$ cat src/rtl/core/ute_pkg.sv
`timescale 1ns / 1ps

package ute_pkg;

  localparam int unsigned YearW    = 14;
  localparam int unsigned MonthW   = 4;
  localparam int unsigned DayW     = 5;
  localparam int unsigned HourW    = 5;
  localparam int unsigned MinuteW  = 6;
  localparam int unsigned SecondW  = 6;
  localparam int unsigned EpochW   = 38;

  localparam int unsigned DaysW    = 23;
  localparam int unsigned TodW     = 17;
  localparam int unsigned CumW     = 9;
  localparam int unsigned ProdW    = DaysW + TodW;

  localparam int unsigned PipeDepth = 5;

  localparam logic [YearW-1:0]  EpochYear   = YearW'(1970);
  localparam logic [DaysW-1:0]  DaysPerYear = DaysW'(365);
  localparam logic [DaysW-1:0]  Leaps1969   = DaysW'(477);
  localparam logic [ProdW-1:0]  SecsPerDay  = ProdW'(86400);
  localparam logic [TodW-1:0]   SecsPerHour = TodW'(3600);
  localparam logic [TodW-1:0]   SecsPerMin  = TodW'(60);
  localparam logic [ProdW:0]    OutMax      = (ProdW + 1)'((64'd1 << EpochW) - 64'd1);

  localparam int unsigned RecipShift = 17;
  localparam logic [12:0] Recip25    = 13'd5243;

  typedef struct packed {
    logic                err;
    logic [YearW-1:0]    ym;
    logic [11:0]         q4;
    logic [7:0]          d100;
    logic [5:0]          d400;
    logic [11:0]         y4;
    logic [7:0]          yq;
    logic [3:0]          ylow;
    logic                m_gt2;
    logic [CumW-1:0]     cum;
    logic [DayW-1:0]     day;
    logic [TodW-1:0]     tod;
  } front_t;

  function automatic logic [7:0] div25(input logic [11:0] q);
    logic [24:0] p;
    p = 25'(q) * 25'(Recip25);
    return p[RecipShift +: 8];
  endfunction

  function automatic logic [CumW-1:0] cum_days(input logic [MonthW-1:0] m);
    logic [CumW-1:0] c;
    case (m)
      4'd1:    c = CumW'(0);
      4'd2:    c = CumW'(31);
      4'd3:    c = CumW'(59);
      4'd4:    c = CumW'(90);
      4'd5:    c = CumW'(120);
      4'd6:    c = CumW'(151);
      4'd7:    c = CumW'(181);
      4'd8:    c = CumW'(212);
      4'd9:    c = CumW'(243);
      4'd10:   c = CumW'(273);
      4'd11:   c = CumW'(304);
      4'd12:   c = CumW'(334);
      default: c = CumW'(0);
    endcase
    return c;
  endfunction

endpackage

$ cat src/rtl/core/ute_if.sv
`timescale 1ns / 1ps

interface ute_date_if;
  logic                          valid;
  logic                          ready;
  logic [ute_pkg::YearW-1:0]     year;
  logic [ute_pkg::MonthW-1:0]    month;
  logic [ute_pkg::DayW-1:0]      day;
  logic [ute_pkg::HourW-1:0]     hour;
  logic [ute_pkg::MinuteW-1:0]   minute;
  logic [ute_pkg::SecondW-1:0]   second;

  modport source (output valid, year, month, day, hour, minute, second, input ready);
  modport sink   (input valid, year, month, day, hour, minute, second, output ready);
endinterface

interface ute_secs_if;
  logic                          valid;
  logic                          ready;
  logic [ute_pkg::EpochW-1:0]    epoch_seconds;
  logic                          before_epoch;

  modport source (output valid, epoch_seconds, before_epoch, input ready);
  modport sink   (input valid, epoch_seconds, before_epoch, output ready);
endinterface

$ cat src/rtl/core/utc_date_to_epoch_seconds.sv
`timescale 1ns / 1ps

// Channel  Dir  Payload                               Handshake
// date     in   year, month, day, hour, minute, sec   valid / ready
// result   out  epoch_seconds, before_epoch           valid / ready
//
// Five register stages; an accepted transaction passes through all five before its result is valid.
// One transaction per cycle is accepted while the output is taken.
// Each stage holds its own valid bit, so a stall at the output fills bubbles first.
// Reset clears all valid bits; data registers are not reset.

module utc_date_to_epoch_seconds (
  input  logic       clk,
  input  logic       rst,
  ute_date_if.sink   date,
  ute_secs_if.source result
);

  ute_pkg::front_t front;
  ute_pkg::front_t s1;

  logic v1, v2, v3, v4, v5;
  logic en1, en2, en3, en4, en5;

  logic                          err2;
  logic [ute_pkg::DaysW-1:0]     ydays2;
  logic                          leap2;
  logic                          m_gt2_2;
  logic [ute_pkg::CumW-1:0]      cum2;
  logic [ute_pkg::DayW-1:0]      day2;
  logic [ute_pkg::TodW-1:0]      tod2;

  logic                          err3;
  logic [ute_pkg::DaysW-1:0]     dm3;
  logic [ute_pkg::TodW-1:0]      tod3;

  logic                          err4;
  logic [ute_pkg::ProdW-1:0]     prod4;
  logic [ute_pkg::TodW-1:0]      tod4;

  logic [ute_pkg::EpochW-1:0]    epoch5;
  logic                          before5;

  logic [ute_pkg::DaysW-1:0]     ydays_next;
  logic [11:0]                   r25;
  logic                          leap_next;
  logic [ute_pkg::DaysW-1:0]     days_sum;
  logic [ute_pkg::ProdW:0]       secs_sum;

  ute_front u_front (
    .year   (date.year),
    .month  (date.month),
    .day    (date.day),
    .hour   (date.hour),
    .minute (date.minute),
    .second (date.second),
    .front  (front)
  );

  assign en5 = !v5 || result.ready;
  assign en4 = !v4 || en5;
  assign en3 = !v3 || en4;
  assign en2 = !v2 || en3;
  assign en1 = !v1 || en2;
  assign date.ready = en1;

  always_comb begin
    ydays_next = ute_pkg::DaysW'(s1.ym) * ute_pkg::DaysPerYear
               + ute_pkg::DaysW'(s1.q4) - ute_pkg::DaysW'(s1.d100)
               + ute_pkg::DaysW'(s1.d400) - ute_pkg::Leaps1969;
    r25 = s1.y4 - 12'(s1.yq) * 12'd25;
    leap_next = (s1.ylow[1:0] == 2'b00) && ((r25 != 12'd0) || (s1.ylow == 4'd0));
    days_sum = ydays2 + ute_pkg::DaysW'(cum2)
             + ute_pkg::DaysW'(leap2 && m_gt2_2) + ute_pkg::DaysW'(day2);
    secs_sum = (ute_pkg::ProdW + 1)'(prod4) + (ute_pkg::ProdW + 1)'(tod4);
  end

  always_ff @(posedge clk) begin
    if (rst) begin
      v1 <= 1'b0;
      v2 <= 1'b0;
      v3 <= 1'b0;
      v4 <= 1'b0;
      v5 <= 1'b0;
    end else begin
      if (en1) v1 <= date.valid;
      if (en2) v2 <= v1;
      if (en3) v3 <= v2;
      if (en4) v4 <= v3;
      if (en5) v5 <= v4;
    end
  end

  always_ff @(posedge clk) begin
    if (en1) begin
      s1 <= front;
    end
    if (en2) begin
      err2    <= s1.err;
      ydays2  <= ydays_next;
      leap2   <= leap_next;
      m_gt2_2 <= s1.m_gt2;
      cum2    <= s1.cum;
      day2    <= s1.day;
      tod2    <= s1.tod;
    end
    if (en3) begin
      err3 <= err2 || (days_sum == ute_pkg::DaysW'(0));
      dm3  <= days_sum - ute_pkg::DaysW'(1);
      tod3 <= tod2;
    end
    if (en4) begin
      err4  <= err3;
      prod4 <= ute_pkg::ProdW'(dm3) * ute_pkg::SecsPerDay;
      tod4  <= tod3;
    end
    if (en5) begin
      before5 <= err4;
      if (err4) begin
        epoch5 <= '0;
      end else if (secs_sum > ute_pkg::OutMax) begin
        epoch5 <= ute_pkg::OutMax[ute_pkg::EpochW-1:0];
      end else begin
        epoch5 <= secs_sum[ute_pkg::EpochW-1:0];
      end
    end
  end

  assign result.valid         = v5;
  assign result.epoch_seconds = epoch5;
  assign result.before_epoch  = before5;

endmodule

$ cat src/rtl/core/ute_front.sv
`timescale 1ns / 1ps

module ute_front (
  input  logic [ute_pkg::YearW-1:0]   year,
  input  logic [ute_pkg::MonthW-1:0]  month,
  input  logic [ute_pkg::DayW-1:0]    day,
  input  logic [ute_pkg::HourW-1:0]   hour,
  input  logic [ute_pkg::MinuteW-1:0] minute,
  input  logic [ute_pkg::SecondW-1:0] second,
  output ute_pkg::front_t             front
);

  logic [ute_pkg::YearW-1:0]  ym1;
  logic [ute_pkg::MonthW-1:0] mc;
  logic [7:0]                 d400w;

  always_comb begin
    ym1 = year - ute_pkg::YearW'(1);
    if (month < ute_pkg::MonthW'(1)) begin
      mc = ute_pkg::MonthW'(1);
    end else if (month > ute_pkg::MonthW'(12)) begin
      mc = ute_pkg::MonthW'(12);
    end else begin
      mc = month;
    end
    d400w = ute_pkg::div25({2'b00, ym1[13:4]});

    front.err   = year < ute_pkg::EpochYear;
    front.ym    = year - ute_pkg::EpochYear;
    front.q4    = ym1[13:2];
    front.d100  = ute_pkg::div25(ym1[13:2]);
    front.d400  = d400w[5:0];
    front.y4    = year[13:2];
    front.yq    = ute_pkg::div25(year[13:2]);
    front.ylow  = year[3:0];
    front.m_gt2 = mc > ute_pkg::MonthW'(2);
    front.cum   = ute_pkg::cum_days(mc);
    front.day   = day;
    front.tod   = ute_pkg::TodW'(hour) * ute_pkg::SecsPerHour
                + ute_pkg::TodW'(minute) * ute_pkg::SecsPerMin
                + ute_pkg::TodW'(second);
  end

endmodule

$ cat src/flat_wrapper.sv
// flat-port wrapper written by rule: the top's interface ports become plain ports
module utc_date_to_epoch_seconds_flat 
  (clk, rst, date_valid, date_year, date_month, date_day, date_hour, date_minute, date_second, date_ready, result_valid, result_epoch_seconds, result_before_epoch, result_ready);
  ute_date_if date_i ();
  ute_secs_if result_i ();
  input  logic clk;
  input  logic rst;
  input wire logic [$bits(date_i.valid)-1:0] date_valid;
  input wire logic [$bits(date_i.year)-1:0] date_year;
  input wire logic [$bits(date_i.month)-1:0] date_month;
  input wire logic [$bits(date_i.day)-1:0] date_day;
  input wire logic [$bits(date_i.hour)-1:0] date_hour;
  input wire logic [$bits(date_i.minute)-1:0] date_minute;
  input wire logic [$bits(date_i.second)-1:0] date_second;
  output wire logic [$bits(date_i.ready)-1:0] date_ready;
  output wire logic [$bits(result_i.valid)-1:0] result_valid;
  output wire logic [$bits(result_i.epoch_seconds)-1:0] result_epoch_seconds;
  output wire logic [$bits(result_i.before_epoch)-1:0] result_before_epoch;
  input wire logic [$bits(result_i.ready)-1:0] result_ready;
  assign date_i.valid = date_valid;
  assign date_i.year = date_year;
  assign date_i.month = date_month;
  assign date_i.day = date_day;
  assign date_i.hour = date_hour;
  assign date_i.minute = date_minute;
  assign date_i.second = date_second;
  assign date_ready = date_i.ready;
  assign result_valid = result_i.valid;
  assign result_epoch_seconds = result_i.epoch_seconds;
  assign result_before_epoch = result_i.before_epoch;
  assign result_i.ready = result_ready;
  utc_date_to_epoch_seconds u_core (.clk(clk), .rst(rst), .date(date_i), .result(result_i));
endmodule
$ cat config.mk
export PLATFORM = sky130hd
export DESIGN_NAME = utc_date_to_epoch_seconds_flat
export DESIGN_NICKNAME = d
export VERILOG_FILES = /design/src/rtl/core/ute_pkg.sv /design/src/rtl/core/ute_if.sv /design/src/rtl/core/utc_date_to_epoch_seconds.sv /design/src/rtl/core/ute_front.sv /design/src/flat_wrapper.sv
export SDC_FILE = /design/constraint.sdc
export NUM_CORES = 1
export LEC_CHECK = 0
export BUFFER_PORTS_ARGS = -buffer_cell sky130_fd_sc_hd__buf_2
export CAP_MARGIN = 20
export CORE_ASPECT_RATIO = 0.8
export CORE_MARGIN = 5
export CORE_UTILIZATION = 65
export DETAILED_ROUTE_END_ITERATION = 8
export PLACE_DENSITY = 0.81
export SLEW_MARGIN = 20
export SYNTH_ARGS = -nofsm -noshare
export SYNTH_HDL_FRONTEND = slang
export SYNTH_SLANG_ARGS = --single-unit
export TNS_END_PERCENT = 1
$ cat constraint.sdc
create_clock -name clk -period 18.9 [get_ports clk]
set_clock_uncertainty 0.2 [all_clocks]
set_input_delay 4.725 -clock clk [delete_from_list [all_inputs] [get_ports clk]]
set_output_delay 4.725 -clock clk [all_outputs]
set_load 0.01 [all_outputs]
==> results.md <==
* Status: completed
* Layout fillers at 3007
* Worst reg-to-reg path cell count at 19
* Die height at roughly 200 um
* Clk root buf: clkbuf_16
* Avg Inst Size Synth at 10.9 um2
* Area growth, synth to finish at 7.35%
* CTS Buffer Depth at 3
* Final setup viols at 0
* TritonCTS clock tree: yes
* Largest net degree at the start of global routing at 72
* DR vias at 18000
* Max-slew headroom at 0.252
* Worst Path Arrival at 11960 ps
* Overall Global Routing Usage at 0.238
* Compound-cell area share of the yosys netlist at 0.0804
* GRT Max-Usage Layer: met2
* Number of post-CTS setup repair buffers at 0
* Vias in the first global route at 19300
* Seq/Total Area, Yosys at 0.304
* FP Rows at a little under 70
* Cells after Synth at around 2600
* Final hold vios at 0
* Mapped Area at 0.0282 mm2
* Hold bufs inserted after CTS at 0
* RSZ-0062 raised after global routing: false
* Crit path top cell by count: ha_1
* GR met1 Demand/Resource at 0.312
* Synth Register Bits at roughly 290
* Async set-or-reset flop fraction in the synthesized netlist at 0
* Routability Congestion at 0.926
* Io pins at between 80 and 90
* Grt total ovfl at 0
* Layout cell share with drive strength beyond 1 at 0.0648
* Synth unique cells at 81
* Hold path start: u_core.tod3[14]$_DFFE_PP_
* Share of synthesized area spent on multiplexers at 0.00191
* Buffers on Ports at 84
* Mean number of vias per cell at 5.52
* Die Wd at ~240 um
* TritonCTS buffer count at 30
* Post-Synth XOR/XNOR Area at 0.0587
* CP max stage cell: fa_1
* Prevailing post-synth register cell: edfxtp_1
* Skew-Pair Late Insertion Delay at 600 ps
* Hold worst-path end: u_core.tod4[14]$_DFFE_PP_
* Detailed-route wire length per cell at between 15 and 20 um
* Worst Hold Depth at 0
* Initial Utilization at 0.655
* Setup TNS at 0 ps
* Setup crit end kind: register
* Mapped Nets at 3387
* Kind of start point of the critical path: input port
* Tmin final at 11850 ps
* Flop-to-flop setup slack at 13200 ps
* Fmax at 84.4 MHz
* CP peak stage delay at 550 ps
* Final Cycle Share at 0.627
* Yosys warns at 0
* CTS resizes at 0
* Worst r2r src: u_core.dm3[6]$_DFFE_PP_
* Global-route wire length before repair at 94.0 mm
* Crit path kind: in2reg
* Post-Synth Simple-Gate Area at 0.0637
* Max-slew violation count at 0
* Worst slew pin tran at 1090 ps
* Remaining DRCs at 0
* Main combinational cell family by area after synthesis: adder cells
* Drt pass-1 iters at 4
* Detailed Place HPWL at 45.5 mm
* Post-Route WL at 55.2 mm
* Initial antenna violation count at 5
* Reg clk slew, reported paths at 60 ps
* Max-Cap Viols at 0
* Core area at 0.0431 mm2
* Path type of the worst min-delay path: reg2reg
* Met3 usage at 0.0454
* NumNets Final at 3486
* Max Fanout on Critical Path at 7
* Die area at 0.0477 mm2
* Adder-cell share of the synthesized area at 0.407
* DRT antenna net count at 0
* Worst R2R End: u_core.prod4[39]$_DFFE_PP_
* Worst path required time at 19010 ps
* Post-synth EDFFs at 282
* GR Util met2 at 0.410
* H-tree depth at 1
* Initial DRC Count at 804
* CTS sink count at 287
## state kept, by name, indices dropped and copies added (netlist names), 5 cells and up
| signal | flops |
|---|---|
| u_core.cum2 | 9 |
| u_core.day2 | 5 |
| u_core.dm3 | 23 |
| u_core.tod2 | 17 |
| u_core.result.epoch_seconds | 38 |
| u_core.ydays2 | 23 |
| u_core.tod4 | 17 |
| u_core.tod3 | 17 |
| u_core.s1 | 94 |
| u_core.prod4 | 33 |
## cell usage in the layout, fill, tap and decap left out, drive strengths merged, types with 20 or more instances in the layout
master and count:
inv 609, ha 510, edfxtp 282, fa 254, xnor2 133, a21oi 133
nor2 93, buf 91, nand2 59, o21ai 58, xor2 56, a21o 39
nor3 38, clkbuf 37, and3 35, nand3 32, nor2b 20
## per-stage QoR
step	hold slack [ps]	utilization	std cells	cell area, um2	setup WS [ps]
after detailed placement	205	0.680	3206	29300	6550
after global routing	200	0.703	3262	30300	6510
after floorplan	200	-	2579	28200	6580
final	192	0.703	3263	30300	7050
after global placement	200	0.680	3205	29300	6790
after CTS	173	0.703	3262	30300	7100
## layer usage
layer  wire [um]  share of wire
met4        1770          0.032
met3        2710          0.049
met1       23900           0.43
met2       26700           0.48
met5          52        0.00094
## worst max-delay path: cells and delay by family
| family | cells | cell delay, ps |
|---|---|---|
| adders and majority gates | 7 | 2820 |
| AOI/OAI and AO/OA | 8 | 2430 |
| xor gates and xnor gates | 4 | 1190 |
| buffers and inverters | 4 | 380 |
| and+or+nand+nor | 4 | 370 |
## final cells by class
type / count / area [um2] / area share
Inverter: 607 / 2280 / 0.0753
Tap cell: 560 / 701 / 0.0231
Sequential cell: 287 / 8570 / 0.283
Clock buffer: 37 / 827 / 0.0273
Multi-Input combinational cell: 1661 / 17300 / 0.570
Antenna cell: 1 / 2.50 / 0.0000827
Timing Repair Buffer: 91 / 480 / 0.0159
Clock inverter: 19 / 158 / 0.00521
## cell families after synthesis
logic type / after synthesis
buffers and inverters: 631
AOI/OAI and AO/OA: 352
and+or+nand+nor: 351
DFF: 287
muxes: 5
xor gates and xnor gates: 189
adders and majority gates: 764
## cell usage after synthesis (4+ instances only)
cell        n  area share
inv_1     607       0.081
ha_1      510        0.23
edfxtp_1  282        0.30
fa_1      254        0.18
xnor2_1   133       0.041
a21oi_1   132       0.023
nor2_1     93       0.012
nand2_1    59      0.0079
o21ai_0    56      0.0099
xor2_1     56       0.017
a21o_1     38       0.010
nor3_1     37      0.0066
and3_1     34      0.0075
nand3_1    32      0.0057
nor2b_1    20      0.0044
clkbuf_1   17      0.0023
nand2b_1   17      0.0038
o21bai_1   17      0.0045
o21a_1     16      0.0043
nand4_1    12      0.0027
a211oi_1   10      0.0027
o211ai_1   10      0.0027
a31oi_1     7      0.0016
and2_1      7      0.0016
o31ai_1     7      0.0019
or3_1       7      0.0016
a211o_1     6      0.0019
o31a_1      6      0.0019
or2_2       6      0.0013
dfxtp_1     5      0.0035
nor4_1      5      0.0011
a221oi_1    4      0.0012
and4_1      4      0.0012
nor3b_1     4      0.0011
## worst max-delay path by stage
stage	start	cells after the start	end
3_3_place_gp	date_year[2]	27	u_core.s1[69]$_DFFE_PP_
4_1_cts	date_year[2]	27	u_core.s1[69]$_DFFE_PP_
3_5_place_dp	date_year[2]	27	u_core.s1[69]$_DFFE_PP_
5_1_grt	date_year[2]	27	u_core.s1[67]$_DFFE_PP_
2_1_floorplan	result_ready	3	date_ready
6_report	date_year[2]	27	u_core.s1[69]$_DFFE_PP_
Power is not shown: default switching activity piles up to over one toggle a cycle in this logic, so the estimate is an artifact.
